===== config.mk =====
export PLATFORM = sky130hd
export DESIGN_NAME = magnetometer_heading_hard_iron_cal
export DESIGN_NICKNAME = d
export VERILOG_FILES = /design/src/hw/rtl/mhc_pkg.sv /design/src/hw/rtl/magnetometer_heading_hard_iron_cal.sv /design/src/hw/rtl/mhc_cordic_cell.sv /design/src/hw/rtl/mhc_heading_post.sv
export SDC_FILE = /design/constraint.sdc
export NUM_CORES = 2
export LEC_CHECK = 0
export BUFFER_PORTS_ARGS = -buffer_cell sky130_fd_sc_hd__buf_4
export CORE_MARGIN = 1.5
export CORE_UTILIZATION = 65
export CTS_BUF_LIST = sky130_fd_sc_hd__clkbuf_8 sky130_fd_sc_hd__clkbuf_16
export CTS_CLUSTER_DIAMETER = 100
export CTS_CLUSTER_SIZE = 12
export DETAILED_ROUTE_END_ITERATION = 12
export HOLD_SLACK_MARGIN = 0.08
export PLACE_DENSITY = 0.79
export SLEW_MARGIN = 0
export SYNTH_ARGS = -nofsm -noshare
export SYNTH_HDL_FRONTEND = slang
export SYNTH_SLANG_ARGS = --single-unit

===== constraint.sdc =====
create_clock -name clk -period 9.3 [get_ports clk]
set_input_delay 1.395 -clock clk [delete_from_list [all_inputs] [get_ports clk]]
set_output_delay 1.395 -clock clk [all_outputs]
set_load 0.05 [all_outputs]

===== src/hw/rtl/mhc_pkg.sv =====
// shared types and constants of the magnetometer heading block
// no dependencies; used by every module of the block
package mhc_pkg;

    // input commands
    typedef enum logic [1:0] {
        ACT_SAMPLE = 2'd0,
        ACT_START  = 2'd1,
        ACT_FINISH = 2'd2,
        ACT_ABORT  = 2'd3
    } action_t;

    // calibration outcome
    typedef enum logic [1:0] {
        STAT_NONE      = 2'd0,
        STAT_ACCEPTED  = 2'd1,
        STAT_TOO_SMALL = 2'd2
    } cal_status_t;

    // configuration register indexes
    typedef enum logic {
        REG_MIN_SPAN    = 1'b0,
        REG_DECLINATION = 1'b1
    } reg_index_t;

    // sequencer states
    typedef enum logic [1:0] {
        ST_IDLE   = 2'd0,
        ST_CORDIC = 2'd1,
        ST_DONE   = 2'd2
    } state_t;

    // datapath widths
    localparam int DIFF_W   = 17;            // offset-corrected axis value
    localparam int FRAC_W   = 20;            // fraction bits of the rotating vector
    localparam int CORDIC_W = 40;            // rotating vector, covers the CORDIC gain
    localparam int ANGLE_W  = 18;            // angle accumulator, 1/256 degree
    localparam int HEAD_W   = ANGLE_W + 1;   // angle plus declination
    localparam int TURN_W   = 17;            // wrapped angle 0..FULL_TURN-1
    localparam int TABLE_LEN = 24;

    // angle constants in 1/256 degree
    localparam int FULL_TURN    = 92160;
    localparam int QUARTER_TURN = 23040;
    localparam int ROUND_HALF   = 128;

    // degree constants
    localparam int DEG_TURN    = 360;
    localparam int CARD_BIAS   = 22;
    localparam int CARD_SECTOR = 45;
    localparam int CARD_POINTS = 8;

    localparam logic [15:0] MIN_SPAN_RESET = 16'd500;

    // atan(2^-i) in 1/256 degree, rounded to nearest
    localparam logic [ANGLE_W-1:0] STEP_ANGLE [TABLE_LEN] = '{
        18'd11520, 18'd6801, 18'd3593, 18'd1824, 18'd916, 18'd458, 18'd229, 18'd115,
        18'd57,    18'd29,   18'd14,   18'd7,    18'd4,   18'd2,   18'd1,   18'd0,
        18'd0,     18'd0,    18'd0,    18'd0,    18'd0,   18'd0,   18'd0,   18'd0
    };

    // vector handed from cell to cell
    typedef struct packed {
        logic signed [CORDIC_W-1:0] x;
        logic signed [CORDIC_W-1:0] y;
        logic signed [ANGLE_W-1:0]  z;
    } cordic_vec_t;

endpackage


===== src/hw/rtl/magnetometer_heading_hard_iron_cal.sv =====
// top level of the magnetometer heading block with hard-iron calibration
// depends on mhc_pkg, mhc_cordic_cell and mhc_heading_post
//
// Each request carries a command in s_tuser (sample, start, finish or abort
// calibration) and one raw X/Y reading in s_tdata, and gives exactly one
// result on the m side. A sample widens the min/max trackers while
// calibrating, subtracts the hard-iron offsets, and runs atan2 through a
// chain of ITERATIONS CORDIC cells, one micro-rotation per cell per clock;
// declination, wrap, rounding and the cardinal index follow in one more
// stage. A sample passes the entry register, the cell chain, the post
// stage register and the DONE state on its way to the output register;
// start, finish and abort pass only the DONE state. The block returns to
// idle as the result is written to the output register; DONE waits while
// an earlier result is still stalled there. One request is in flight at a
// time; the next is taken as soon as the previous result is in the output
// register, even while that result still waits. The configuration port
// writes min_span (index 0) and the signed declination in whole degrees
// (index 1, low 9 bits) and must be used while idle.
module magnetometer_heading_hard_iron_cal
    import mhc_pkg::*;
#(
    parameter int ITERATIONS = 16
)
(
    input  logic        clk,
    input  logic        rst_n,
    // request side
    input  logic        s_tvalid,
    output logic        s_tready,
    input  logic [31:0] s_tdata,   // raw_x [15:0], raw_y [31:16]
    input  logic [1:0]  s_tuser,   // action [1:0]
    // result side
    output logic        m_tvalid,
    input  logic        m_tready,
    output logic [63:0] m_tdata,   // heading [8:0], cardinal [11:9], calibrating [12],
                                   // cal_status [14:13], span [30:15], offset_x [46:31],
                                   // offset_y [62:47], zero [63]
    // configuration
    input  logic        cfg_we,
    input  logic        cfg_index,
    input  logic [15:0] cfg_data
);

    // architectural state
    state_t             state_reg, state_next;
    logic               cal_active_reg, cal_active_next;
    logic signed [15:0] min_x_reg, min_x_next;
    logic signed [15:0] max_x_reg, max_x_next;
    logic signed [15:0] min_y_reg, min_y_next;
    logic signed [15:0] max_y_reg, max_y_next;
    logic signed [15:0] off_x_reg, off_x_next;
    logic signed [15:0] off_y_reg, off_y_next;
    cal_status_t        last_result_reg, last_result_next;
    logic [8:0]         last_heading_reg, last_heading_next;
    logic [2:0]         last_cardinal_reg, last_cardinal_next;
    logic [15:0]        min_span_reg, min_span_next;
    logic signed [8:0]  decl_reg, decl_next;

    // chain entry and output register
    logic               entry_valid_reg, entry_valid_next;
    cordic_vec_t        entry_vec_reg, entry_vec_next;
    logic               zero_reg, zero_next;
    logic               m_tvalid_reg, m_tvalid_next;
    logic [63:0]        m_tdata_reg, m_tdata_next;

    // request decode
    logic               accept;
    action_t            action;
    logic signed [15:0] raw_x;
    logic signed [15:0] raw_y;
    logic signed [DIFF_W-1:0] dx;
    logic signed [DIFF_W-1:0] dy;
    logic signed [DIFF_W-1:0] px;
    logic signed [DIFF_W-1:0] py;
    logic signed [ANGLE_W-1:0] pz;

    // calibration arithmetic
    logic signed [DIFF_W-1:0] sx;
    logic signed [DIFF_W-1:0] sy;
    logic signed [DIFF_W-1:0] smax;
    logic [15:0]              span_val;
    logic signed [DIFF_W-1:0] sum_x;
    logic signed [DIFF_W-1:0] sum_y;
    logic signed [DIFF_W-1:0] adj_x;
    logic signed [DIFF_W-1:0] adj_y;
    logic                     span_small;

    // cell chain
    cordic_vec_t              chain_vec   [ITERATIONS+1];
    logic [ITERATIONS:0]      chain_valid;
    logic                     post_valid;
    logic [8:0]               post_heading;
    logic [2:0]               post_cardinal;

    assign s_tready = (state_reg == ST_IDLE);
    assign accept   = s_tvalid && s_tready;
    assign action   = action_t'(s_tuser);
    assign raw_x    = $signed(s_tdata[15:0]);
    assign raw_y    = $signed(s_tdata[31:16]);

    // offset-corrected axes in 17 bits so the difference cannot wrap
    assign dx = $signed({raw_x[15], raw_x}) - $signed({off_x_reg[15], off_x_reg});
    assign dy = $signed({raw_y[15], raw_y}) - $signed({off_y_reg[15], off_y_reg});

    // pre-rotation into the right half plane
    always_comb
    begin
        if (dx[DIFF_W-1])
        begin
            if (!dy[DIFF_W-1])
            begin
                px = dy;
                py = -dx;
                pz = ANGLE_W'(QUARTER_TURN);
            end
            else
            begin
                px = -dy;
                py = dx;
                pz = -ANGLE_W'(QUARTER_TURN);
            end
        end
        else
        begin
            px = dx;
            py = dy;
            pz = '0;
        end
    end

    // swings and midpoints of the trackers
    assign sx    = $signed({max_x_reg[15], max_x_reg}) - $signed({min_x_reg[15], min_x_reg});
    assign sy    = $signed({max_y_reg[15], max_y_reg}) - $signed({min_y_reg[15], min_y_reg});
    assign smax  = (sx > sy) ? sx : sy;
    assign span_val = smax[DIFF_W-1] ? 16'd0 : smax[15:0];
    assign sum_x = $signed({max_x_reg[15], max_x_reg}) + $signed({min_x_reg[15], min_x_reg});
    assign sum_y = $signed({max_y_reg[15], max_y_reg}) + $signed({min_y_reg[15], min_y_reg});
    // add one to a negative sum so the halving truncates toward zero
    assign adj_x = sum_x + $signed({{(DIFF_W-1){1'b0}}, sum_x[DIFF_W-1]});
    assign adj_y = sum_y + $signed({{(DIFF_W-1){1'b0}}, sum_y[DIFF_W-1]});
    assign span_small = (sx[DIFF_W-1] || (sx[15:0] < min_span_reg))
                     && (sy[DIFF_W-1] || (sy[15:0] < min_span_reg));

    // sequencer, calibration commands and configuration writes
    always_comb
    begin
        state_next         = state_reg;
        cal_active_next    = cal_active_reg;
        min_x_next         = min_x_reg;
        max_x_next         = max_x_reg;
        min_y_next         = min_y_reg;
        max_y_next         = max_y_reg;
        off_x_next         = off_x_reg;
        off_y_next         = off_y_reg;
        last_result_next   = last_result_reg;
        last_heading_next  = last_heading_reg;
        last_cardinal_next = last_cardinal_reg;
        min_span_next      = min_span_reg;
        decl_next          = decl_reg;
        entry_valid_next   = 1'b0;
        entry_vec_next     = entry_vec_reg;
        zero_next          = zero_reg;
        m_tvalid_next      = m_tvalid_reg && !m_tready;
        m_tdata_next       = m_tdata_reg;

        if (cfg_we)
        begin
            unique case (reg_index_t'(cfg_index))
                REG_MIN_SPAN:    min_span_next = cfg_data;
                REG_DECLINATION: decl_next     = $signed(cfg_data[8:0]);
            endcase
        end

        unique case (state_reg)
            ST_IDLE:
            begin
                if (accept)
                begin
                    state_next = ST_DONE;
                    unique case (action)
                        ACT_SAMPLE:
                        begin
                            if (cal_active_reg)
                            begin
                                if (raw_x < min_x_reg) min_x_next = raw_x;
                                if (raw_x > max_x_reg) max_x_next = raw_x;
                                if (raw_y < min_y_reg) min_y_next = raw_y;
                                if (raw_y > max_y_reg) max_y_next = raw_y;
                            end
                            entry_valid_next = 1'b1;
                            entry_vec_next.x = {{(CORDIC_W-DIFF_W-FRAC_W){px[DIFF_W-1]}},
                                                px, {FRAC_W{1'b0}}};
                            entry_vec_next.y = {{(CORDIC_W-DIFF_W-FRAC_W){py[DIFF_W-1]}},
                                                py, {FRAC_W{1'b0}}};
                            entry_vec_next.z = pz;
                            zero_next        = (dx == '0) && (dy == '0);
                            state_next       = ST_CORDIC;
                        end
                        ACT_START:
                        begin
                            if (!cal_active_reg)
                            begin
                                cal_active_next  = 1'b1;
                                min_x_next       = 16'sh7fff;
                                max_x_next       = -16'sh8000;
                                min_y_next       = 16'sh7fff;
                                max_y_next       = -16'sh8000;
                                last_result_next = STAT_NONE;
                            end
                        end
                        ACT_FINISH:
                        begin
                            if (cal_active_reg)
                            begin
                                cal_active_next = 1'b0;
                                if (span_small)
                                begin
                                    last_result_next = STAT_TOO_SMALL;
                                end
                                else
                                begin
                                    off_x_next       = adj_x[DIFF_W-1:1];
                                    off_y_next       = adj_y[DIFF_W-1:1];
                                    last_result_next = STAT_ACCEPTED;
                                end
                            end
                        end
                        ACT_ABORT:
                        begin
                            cal_active_next = 1'b0;
                        end
                    endcase
                end
            end
            ST_CORDIC:
            begin
                if (post_valid)
                begin
                    last_heading_next  = post_heading;
                    last_cardinal_next = post_cardinal;
                    state_next         = ST_DONE;
                end
            end
            ST_DONE:
            begin
                if (!m_tvalid_reg || m_tready)
                begin
                    m_tvalid_next = 1'b1;
                    m_tdata_next  = {1'b0, off_y_reg, off_x_reg, span_val, last_result_reg,
                                     cal_active_reg, last_cardinal_reg, last_heading_reg};
                    state_next    = ST_IDLE;
                end
            end
            default:
            begin
                state_next = ST_IDLE;
            end
        endcase
    end

    // control and architectural state
    always_ff @(posedge clk or negedge rst_n)
    begin
        if (!rst_n)
        begin
            state_reg         <= ST_IDLE;
            cal_active_reg    <= 1'b0;
            min_x_reg         <= '0;
            max_x_reg         <= '0;
            min_y_reg         <= '0;
            max_y_reg         <= '0;
            off_x_reg         <= '0;
            off_y_reg         <= '0;
            last_result_reg   <= STAT_NONE;
            last_heading_reg  <= '0;
            last_cardinal_reg <= '0;
            min_span_reg      <= MIN_SPAN_RESET;
            decl_reg          <= '0;
            entry_valid_reg   <= 1'b0;
            m_tvalid_reg      <= 1'b0;
        end
        else
        begin
            state_reg         <= state_next;
            cal_active_reg    <= cal_active_next;
            min_x_reg         <= min_x_next;
            max_x_reg         <= max_x_next;
            min_y_reg         <= min_y_next;
            max_y_reg         <= max_y_next;
            off_x_reg         <= off_x_next;
            off_y_reg         <= off_y_next;
            last_result_reg   <= last_result_next;
            last_heading_reg  <= last_heading_next;
            last_cardinal_reg <= last_cardinal_next;
            min_span_reg      <= min_span_next;
            decl_reg          <= decl_next;
            entry_valid_reg   <= entry_valid_next;
            m_tvalid_reg      <= m_tvalid_next;
        end
    end

    // payload registers
    always_ff @(posedge clk)
    begin
        entry_vec_reg <= entry_vec_next;
        zero_reg      <= zero_next;
        m_tdata_reg   <= m_tdata_next;
    end

    // chain of micro-rotation cells
    assign chain_vec[0]   = entry_vec_reg;
    assign chain_valid[0] = entry_valid_reg;

    for (genvar i = 0; i < ITERATIONS; i++)
    begin : g_cell
        mhc_cordic_cell #(
            .SHIFT (i)
        ) u_cell (
            .clk       (clk),
            .rst_n     (rst_n),
            .in_valid  (chain_valid[i]),
            .in_vec    (chain_vec[i]),
            .out_valid (chain_valid[i+1]),
            .out_vec   (chain_vec[i+1])
        );
    end

    // heading and cardinal from the final angle
    mhc_heading_post u_post (
        .clk         (clk),
        .rst_n       (rst_n),
        .in_valid    (chain_valid[ITERATIONS]),
        .angle       (chain_vec[ITERATIONS].z),
        .zero_vec    (zero_reg),
        .declination (decl_reg),
        .out_valid   (post_valid),
        .heading     (post_heading),
        .cardinal    (post_cardinal)
    );

    assign m_tvalid = m_tvalid_reg;
    assign m_tdata  = m_tdata_reg;

endmodule


===== src/hw/rtl/mhc_cordic_cell.sv =====
// one vectoring CORDIC micro-rotation with its output register
// depends on mhc_pkg for the vector type and the step angle table
module mhc_cordic_cell
    import mhc_pkg::*;
#(
    parameter int SHIFT = 0
)
(
    input  logic        clk,
    input  logic        rst_n,
    input  logic        in_valid,
    input  cordic_vec_t in_vec,
    output logic        out_valid,
    output cordic_vec_t out_vec
);

    logic signed [CORDIC_W-1:0] dx;
    logic signed [CORDIC_W-1:0] dy;
    logic signed [ANGLE_W-1:0]  step;
    cordic_vec_t                vec_next;
    logic                       valid_reg;
    cordic_vec_t                vec_reg;

    // shifted cross terms, arithmetic shift rounds toward minus infinity
    assign dx   = $signed(in_vec.y) >>> SHIFT;
    assign dy   = $signed(in_vec.x) >>> SHIFT;
    assign step = $signed(STEP_ANGLE[SHIFT]);

    // rotate toward the x axis
    always_comb
    begin
        if (in_vec.y[CORDIC_W-1])
        begin
            vec_next.x = $signed(in_vec.x) - dx;
            vec_next.y = $signed(in_vec.y) + dy;
            vec_next.z = $signed(in_vec.z) - step;
        end
        else
        begin
            vec_next.x = $signed(in_vec.x) + dx;
            vec_next.y = $signed(in_vec.y) - dy;
            vec_next.z = $signed(in_vec.z) + step;
        end
    end

    // valid travels with reset, payload without
    always_ff @(posedge clk or negedge rst_n)
    begin
        if (!rst_n)
        begin
            valid_reg <= 1'b0;
        end
        else
        begin
            valid_reg <= in_valid;
        end
    end

    always_ff @(posedge clk)
    begin
        vec_reg <= vec_next;
    end

    assign out_valid = valid_reg;
    assign out_vec   = vec_reg;

endmodule


===== src/hw/rtl/mhc_heading_post.sv =====
// declination, wrap, rounding to whole degrees and eight-point index
// depends on mhc_pkg for widths and angle constants
module mhc_heading_post
    import mhc_pkg::*;
(
    input  logic                      clk,
    input  logic                      rst_n,
    input  logic                      in_valid,
    input  logic signed [ANGLE_W-1:0] angle,
    input  logic                      zero_vec,
    input  logic signed [8:0]         declination,
    output logic                      out_valid,
    output logic [8:0]                heading,
    output logic [2:0]                cardinal
);

    localparam logic signed [HEAD_W-1:0] FT  = HEAD_W'(FULL_TURN);
    localparam logic signed [HEAD_W-1:0] FT2 = HEAD_W'(2 * FULL_TURN);

    logic signed [ANGLE_W-1:0] angle_sel;
    logic signed [HEAD_W-1:0]  hsum;
    logic signed [HEAD_W-1:0]  hwrap;
    logic [TURN_W:0]           hround;
    logic [8:0]                deg_raw;
    logic [8:0]                deg;
    logic [9:0]                biased;
    logic [9:0]                folded;
    logic [2:0]                card;
    logic                      valid_reg;
    logic [8:0]                heading_reg;
    logic [2:0]                cardinal_reg;

    // a zero vector has no direction and reads as angle zero
    assign angle_sel = zero_vec ? '0 : angle;
    assign hsum = $signed({angle_sel[ANGLE_W-1], angle_sel})
                + $signed({{2{declination[8]}}, declination, 8'b0});

    // wrap into one full turn
    always_comb
    begin
        if (hsum < -FT)
        begin
            hwrap = hsum + FT2;
        end
        else if (hsum < 0)
        begin
            hwrap = hsum + FT;
        end
        else if (hsum >= FT)
        begin
            hwrap = hsum - FT;
        end
        else
        begin
            hwrap = hsum;
        end
    end

    // round to whole degrees, a full turn folds to north
    assign hround  = {1'b0, hwrap[TURN_W-1:0]} + (TURN_W+1)'(ROUND_HALF);
    assign deg_raw = hround[TURN_W-1:8];
    assign deg     = (deg_raw >= 9'(DEG_TURN)) ? 9'd0 : deg_raw;

    // sector index, each point spans 45 degrees centered on its direction
    assign biased = {1'b0, deg} + 10'(CARD_BIAS);
    assign folded = (biased >= 10'(DEG_TURN)) ? biased - 10'(DEG_TURN) : biased;

    always_comb
    begin
        card = 3'd0;
        for (int k = 1; k < CARD_POINTS; k++)
        begin
            if (folded >= 10'(CARD_SECTOR * k))
            begin
                card = 3'(k);
            end
        end
    end

    always_ff @(posedge clk or negedge rst_n)
    begin
        if (!rst_n)
        begin
            valid_reg <= 1'b0;
        end
        else
        begin
            valid_reg <= in_valid;
        end
    end

    always_ff @(posedge clk)
    begin
        heading_reg  <= deg;
        cardinal_reg <= card;
    end

    assign out_valid = valid_reg;
    assign heading   = heading_reg;
    assign cardinal  = cardinal_reg;

endmodule


# Word-level counts from Yosys, hierarchy flattened
# Index checks and enable logic that the tools add are counted.
dict set report word_totals {
  reg_bits 1693
  inputBits 56
  output_inout_bits 66
  word_cells 322
}
dict set report classes {
  addsub 106
  order_cmp 19
  n_eq_ne 15
  muxes 62
  n_bitwise 2
  n_reduce_logical 32
}
# op n
set ops {}
lappend ops {{98-bit two-way mux} 15}
lappend ops {{16-bit two-way mux} 10}
lappend ops {{17-bit two-way mux} 8}
lappend ops {{16-bit one-hot mux with 2 select lines} 4}
lappend ops {{40-bit by 26-bit adder with 40-bit output} 2}
lappend ops {{40-bit by 27-bit adder with 40-bit output} 2}
lappend ops {{40-bit by 28-bit adder with 40-bit output} 2}
lappend ops {{40-bit by 29-bit adder with 40-bit output} 2}
lappend ops {{40-bit by 30-bit adder with 40-bit output} 2}
lappend ops {{40-bit by 31-bit adder with 40-bit output} 2}
lappend ops {{40-bit by 32-bit adder with 40-bit output} 2}
lappend ops {{40-bit by 33-bit adder with 40-bit output} 2}
lappend ops {{40-bit by 34-bit adder with 40-bit output} 2}
lappend ops {{40-bit by 35-bit adder with 40-bit output} 2}
lappend ops {{40-bit by 36-bit adder with 40-bit output} 2}
lappend ops {{40-bit by 37-bit adder with 40-bit output} 2}
lappend ops {{40-bit by 38-bit adder with 40-bit output} 2}
lappend ops {{40-bit by 39-bit adder with 40-bit output} 2}
lappend ops {{40-bit by 26-bit subtractor with 40-bit output} 2}
lappend ops {{40-bit by 27-bit subtractor with 40-bit output} 2}
lappend ops {{40-bit by 28-bit subtractor with 40-bit output} 2}
lappend ops {{40-bit by 29-bit subtractor with 40-bit output} 2}
lappend ops {{40-bit by 30-bit subtractor with 40-bit output} 2}
lappend ops {{40-bit by 31-bit subtractor with 40-bit output} 2}
lappend ops {{84 further kinds} 159}

# Longest topological paths before layout
dict set report depth {
  ltp_word 19
  depth_mapped 35
  ltp_nobuf 32
}

# Cells and area by module
# A second synthesis with hierarchy kept.
dict set report unflattened {
  cells_unflattened 18583
  area_unflattened_um2 153091.8
}
# mod n_inst cells_per_inst area_per_inst_um2 seq_area_each_um2
set by_module_without_submodules {}
lappend by_module_without_submodules {magnetometer_heading_hard_iron_cal 1 1850 17695.7 6543.8}
lappend by_module_without_submodules {{mhc_cordic_cell at g_cell[0].u_cell} 1 1311 9814.4 1966.9}
lappend by_module_without_submodules {{mhc_cordic_cell at g_cell[8].u_cell} 1 1086 8692.1 1986.9}
lappend by_module_without_submodules {{mhc_cordic_cell at g_cell[7].u_cell} 1 1052 8562.0 1986.9}
lappend by_module_without_submodules {{mhc_cordic_cell at g_cell[2].u_cell} 1 1053 8490.6 1986.9}
lappend by_module_without_submodules {{mhc_cordic_cell at g_cell[5].u_cell} 1 1008 8370.5 1986.9}
lappend by_module_without_submodules {{mhc_cordic_cell at g_cell[1].u_cell} 1 1018 8351.8 1986.9}
lappend by_module_without_submodules {{mhc_cordic_cell at g_cell[6].u_cell} 1 1027 8335.5 1986.9}
lappend by_module_without_submodules {{mhc_cordic_cell at g_cell[11].u_cell} 1 1009 8310.5 1986.9}
lappend by_module_without_submodules {{mhc_cordic_cell at g_cell[4].u_cell} 1 1013 8197.9 1986.9}
lappend by_module_without_submodules {{mhc_cordic_cell at g_cell[14].u_cell} 1 1023 8192.9 1986.9}
lappend by_module_without_submodules {{mhc_cordic_cell at g_cell[9].u_cell} 1 995 8142.8 1986.9}
lappend by_module_without_submodules {{mhc_cordic_cell at g_cell[3].u_cell} 1 1001 8102.8 1986.9}
lappend by_module_without_submodules {{mhc_cordic_cell at g_cell[12].u_cell} 1 1004 8049.0 1986.9}
lappend by_module_without_submodules {{+4 rows} -- -- -- --}

# Least setup slack after synthesis
# Ideal clock, no wire load.
dict set report synth_path {
  path_kind {register to register}
  from {register zero_reg}
  to {register u_post.cardinal_reg[0] (netlist: u_post.cardinal[0])}
  t_arrival_ns 7.683
  slack_ns 1.538
  stages_incl_launch_ff 34
  n_path_buf 2
  synth_period_minus_slack_ns 7.762
  cell_sequence {edfxtp_1 -> clkbuf_1 -> nor2b_1 -> ha_1 -> fa_1 -> a21o_1 -> a21oi_1 -> xnor2_1 -> inv_1 -> ha_1 -> or4b_1 -> o311ai_1 -> a211oi_1 -> a21oi_1 -> o32ai_1 -> a222oi_1 -> xnor3_1 -> nor3_1 -> and3_1 -> o31ai_1 -> a21boi_2 -> buf_2 -> or3_1 -> ha_1 -> or2_1 -> nand2_1 -> mux2_2 -> a32oi_2 -> o31ai_2 -> and2_4 -> nor4_1 -> o31a_1 -> o311a_1 -> o221ai_2}
}
dict set report synth_between {
  elab_chain_len 19
}
# element line
set synth_lines {}
lappend synth_lines {{start: declaration} magnetometer_heading_hard_iron_cal.sv:62} ;# logic zero_reg, zero_next;
lappend synth_lines {{start signal: assignment} magnetometer_heading_hard_iron_cal.sv:306} ;# zero_reg <= zero_next;
lappend synth_lines {{18-bit two-way mux (*)} mhc_heading_post.sv:34} ;# assign angle_sel = zero_vec ? '0 : angle;
lappend synth_lines {{18-bit by 17-bit adder with 19-bit output (*)} mhc_heading_post.sv:36} ;# + $signed({{2{declination[8]}}, declination, 8'b0});
lappend synth_lines {{17-bit subtractor / 19-bit by 18-bit >= comparator with 1-bit output (equally long branches)} {mhc_heading_post.sv:51, mhc_heading_post.sv:49}}
lappend synth_lines {{17-bit two-way mux} mhc_heading_post.sv:49} ;# else if (hsum >= FT)
lappend synth_lines {{17-bit two-way mux} mhc_heading_post.sv:45} ;# else if (hsum < 0)
lappend synth_lines {{17-bit two-way mux (*)} mhc_heading_post.sv:41} ;# if (hsum < -FT)
lappend synth_lines {{17-bit by 8-bit adder with 17-bit output (*)} mhc_heading_post.sv:60} ;# assign hround = {1'b0, hwrap[TURN_W-1:0]} + (TURN_W+1)'(ROUND_HALF);
lappend synth_lines {{9-bit >= comparator} mhc_heading_post.sv:62} ;# assign deg = (deg_raw >= 9'(DEG_TURN)) ? 9'd0 : deg_raw;
lappend synth_lines {{9-bit two-way mux (*)} mhc_heading_post.sv:62}
lappend synth_lines {{9-bit by 5-bit adder with 10-bit output (*)} mhc_heading_post.sv:65} ;# assign biased = {1'b0, deg} + 10'(CARD_BIAS);
lappend synth_lines {{10-bit by 9-bit subtractor with 10-bit output / 10-bit by 9-bit >= comparator with 1-bit output (equally long branches)} mhc_heading_post.sv:66} ;# assign folded = (biased >= 10'(DEG_TURN)) ? biased - 10'(DEG_TURN) : biased;
lappend synth_lines {{10-bit two-way mux (*)} mhc_heading_post.sv:66}
lappend synth_lines {{10-bit by 6-bit >= comparator with 1-bit output} mhc_heading_post.sv:73} ;# if (folded >= 10'(CARD_SECTOR * k))
lappend synth_lines {{1-bit two-way mux} mhc_heading_post.sv:73}
lappend synth_lines {{2-bit two-way mux (4 in a row)} mhc_heading_post.sv:73}
lappend synth_lines {{1-bit two-way mux} mhc_heading_post.sv:73}
lappend synth_lines {{end signal: assignment} mhc_heading_post.sv:95} ;# cardinal_reg <= card;
lappend synth_lines {{end: declaration} mhc_heading_post.sv:31} ;# logic [2:0] cardinal_reg;
# Every way passes the cells marked *; elsewhere a longest branch is shown, timed or not.
# A chain may end at the register's enable or synchronous reset.

# Worst setup path in the final report
# Same ends and word-level chain as after synthesis.

==> flow_metrics.env <==
export IMPL_period_share_pct=89.61
export IMPL_numPortBuffers=120
export IMPL_grt_max_degree=75
export IMPL_hp_class="register to register"
export IMPL_fin_worst_skew_ps=28.58
export IMPL_start_kind="register"
export IMPL_wire_per_inst_um=18.63
export IMPL_worstHoldStart="g_cell[2].u_cell.out_vec[1]$_DFF_P_"
export IMPL_fin_area_um2=107400
export IMPL_pin_count=122
export IMPL_routed_wl_um=260000
export IMPL_cts_root_buf="clkbuf_16"
export IMPL_cts_resized=0
export IMPL_initial_core_util_pct=65.73
export IMPL_crit_path_frequent_cell="ha_1"
export IMPL_finalSetupViolCount=0
export IMPL_arrival_ps=9020
export IMPL_std_cell_rows=143
export IMPL_yosysWarningCount=0
export IMPL_avgViaCountPerCell=6.002
export IMPL_hold_end="g_cell[3].u_cell.out_vec[1]$_DFF_P_"
export IMPL_syn_to_final_growth_pct=7.045
export IMPL_first_pass_iters=6
export IMPL_synth_area_um2=100300
export IMPL_path_class="register to register"
export IMPL_layout_cells_non_filler=13960
export IMPL_synth_edf_count=101
export IMPL_synth_top_area_cell="dfxtp_1"
export IMPL_ys_types=111
export IMPL_async_flop_share_pct=11.41
export IMPL_drv_slew=0
export IMPL_cts_sinks=1376
export IMPL_synthFlopType="dfxtp_1"
export IMPL_hpwl_um=207600
export IMPL_relSlewSlack_pct=9.877
export IMPL_critical_path_max_stage_delay_ps=650
export IMPL_drt_initial_drc_count=6671
export IMPL_worst_endpoint_required_ps=9980
export IMPL_worstHoldPathCells=0
export IMPL_postCtsSetupRepairBufs=0
export IMPL_grt_pass1_wl_um=418800
export IMPL_cts_buffers=134
export IMPL_hold_viol_final=0
export IMPL_clockBufferDepth=3
export IMPL_core_um2=152600
export IMPL_insertion_delay_ps=770
export IMPL_drv_cap=0
export IMPL_reg2reg_from="zero_reg$_DFFE_PP_"
export IMPL_grt_pass1_vias=81750
export IMPL_yosysSeqAreaShare_pct=29.26
export IMPL_dieArea_um2=156700
export IMPL_grt_overflow=0
export IMPL_place_area_um2=103600
export IMPL_status="complete, no violations"
export IMPL_vias=83770
export IMPL_final_util_pct=70.36
export IMPL_die_h_um=395.8
export IMPL_r2r_slack_ps=970
export IMPL_min_period_ps=8334
export IMPL_final_nets=13300
export IMPL_critPathMaxFanout=12
export IMPL_setup_tns_ps=0
export IMPL_fmax_mhz=120.0
export IMPL_synthCells=11740
export IMPL_place_congestion=0.9720
export IMPL_cts_tree="done"
export IMPL_rsz0062_at_grt="false"
export IMPL_drive_gt1_share_pct=4.387
export IMPL_synthTopCellsByArea="dfxtp_1 (22%), ha_1 (17%), xnor2_1 (9.6%), a21oi_1 (5.3%), nor2_1 (4.7%)"
export IMPL_tightest_slew_ps=1318
export IMPL_drc=0
export IMPL_cp_slowest_cell="edfxtp_1"
export IMPL_die_x_um=395.8
export IMPL_ant_nets=0
export IMPL_largest_register_ffs=1106
export IMPL_syn_area_per_cell_um2=8.547
export IMPL_clk_pin_slew_ps=70
export IMPL_r2r_end="u_post.cardinal[0]$_SDFF_PP1_"
export IMPL_cts_hold_buf=0
export IMPL_synth_seq_cells=1376
export IMPL_cts_max_level=4
export IMPL_worstSetupEndpointType="register"
export IMPL_place_inst=13780
export IMPL_r2r_worst_path_cells=33
export IMPL_netlist_area_leader_share_pct=22.31
export IMPL_syn_num_nets=13160
export IMPL_gr_usage_all_layers_pct=32.43
export IMPL_antenna_found_initial=11
## cell usage after synthesis, types with 17 or more instances
master,number
dfrtp_1,151
a41o_1,23
nand2b_1,136
nor4_1,108
a2111oi_0,18
a31o_2,18
or3_1,76
o21bai_1,235
a211oi_1,55
nand3b_1,17
and2_1,112
clkbuf_1,119
o2111ai_1,17
ha_1,1326
a21o_1,244
nand2_1,618
nor2_1,1256
edfxtp_1,101
and3_1,107
o21ai_0,494
xnor2_1,1103
dfxtp_1,1118
o21a_1,137
xor2_1,524
nor2b_1,195
buf_1,34
mux2i_1,101
nand4_1,49
a31oi_1,107
nor3_1,393
or2_2,58
a21oi_1,1072
o211ai_1,34
o41ai_1,52
nand3_1,172
mux2_2,61
nor3b_1,25
or4_1,35
o31ai_1,31
o31a_1,17
a41oi_1,23
inv_1,806
a21boi_0,87
fa_1,41
a211o_1,26
## cell type report
cell class | count | area (µm²)
Multi-Input combinational cell | 9389 | 67350
Fill cell | 12120 | 45240
Sequential cell | 1376 | 29360
Clock buffer | 142 | 3553
Inverter | 811 | 3044
Tap cell | 2030 | 2540
Timing Repair Buffer | 169 | 1272
Clock inverter | 34 | 241.5
Antenna cell | 6 | 15.01
## worst max-delay path: cells and delay by family (launching register included)
family	cells	cell delay (ps)
adders and majority gates	4	1230
AOI/OAI and AO/OA	17	3660
muxes	1	380
xor gates and xnor gates	1	170
buffers and inverters	3	460
and+or+nand+nor	7	1710
DFF	1	650
## kinds of logic (layout without fill, tap and decap cells)
group,count (synthesis),count (layout),synth area share [%]
and+or+nand+nor,3408,3408,16.12
AOI/OAI and AO/OA,2820,2820,17.64
xor gates and xnor gates,1631,1631,14.28
DFF,1376,1376,29.26
adders and majority gates,1367,1367,17.36
buffers and inverters,971,1156,3.651
muxes,162,162,1.693
other,1,7,0.003738
## cell usage in the layout, fill, tap and decap left out, types with 55 or more instances in the layout
| cell | n |
|---|---|
| or3_1 | 76 |
| clkbuf_16 | 142 |
| or2_2 | 58 |
| o21ai_0 | 494 |
| xnor2_1 | 1103 |
| a21boi_0 | 87 |
| dfxtp_1 | 1107 |
| xor2_1 | 524 |
| ha_1 | 1326 |
| o21a_1 | 137 |
| a21oi_1 | 1071 |
| and3_1 | 107 |
| nor3_1 | 392 |
| nand3_1 | 172 |
| buf_4 | 168 |
| edfxtp_1 | 101 |
| mux2_2 | 61 |
| dfrtp_1 | 151 |
| o21bai_1 | 235 |
| mux2i_1 | 101 |
| and2_1 | 112 |
| inv_1 | 828 |
| a211oi_1 | 55 |
| nand2b_1 | 135 |
| nor2_1 | 1256 |
| nor4_1 | 108 |
| a21o_1 | 244 |
| nand2_1 | 618 |
| a31oi_1 | 104 |
| nor2b_1 | 193 |
## worst max-delay path by stage
stage | from | end | slack (ps) | cells after the start
floorplan | zero_reg$_DFFE_PP_ | u_post.cardinal[0]$_SDFF_PP1_ | 1540 | 33
global placement | zero_reg$_DFFE_PP_ | u_post.cardinal[0]$_SDFF_PP1_ | 990 | 33
detailed placement | zero_reg$_DFFE_PP_ | u_post.cardinal[0]$_SDFF_PP1_ | 980 | 33
CTS | zero_reg$_DFFE_PP_ | u_post.cardinal[0]$_SDFF_PP1_ | 930 | 33
global route | zero_reg$_DFFE_PP_ | u_post.cardinal[0]$_SDFF_PP1_ | 360 | 33
finish | zero_reg$_DFFE_PP_ | u_post.cardinal[0]$_SDFF_PP1_ | 970 | 33
## through the flow
| step | setup WS [ps] | hold WS, ps |
|---|---|---|
| after floorplan | 1538 | 309.6 |
| after global placement | 991.5 | 311.0 |
| after detailed placement | 979.8 | 312.1 |
| after CTS | 926.4 | 325.8 |
| after global routing | 356.8 | 330.8 |
| final | 966.0 | 321.1 |
## layer usage
layer  global-route usage (%)  up-vias  wire length, µm  share of wire [%]
li1                         -    41360                -                  -
met1                    41.65    39580           114200                 44
met2                    55.54     2325           122000                 47
met3                    4.332      507            14780                5.7
met4                    11.59        2             8953                3.4
met5                        0        -               12             0.0046
Power is not shown: default switching activity piles up to over one toggle a cycle in this logic, so the estimate is an artifact.
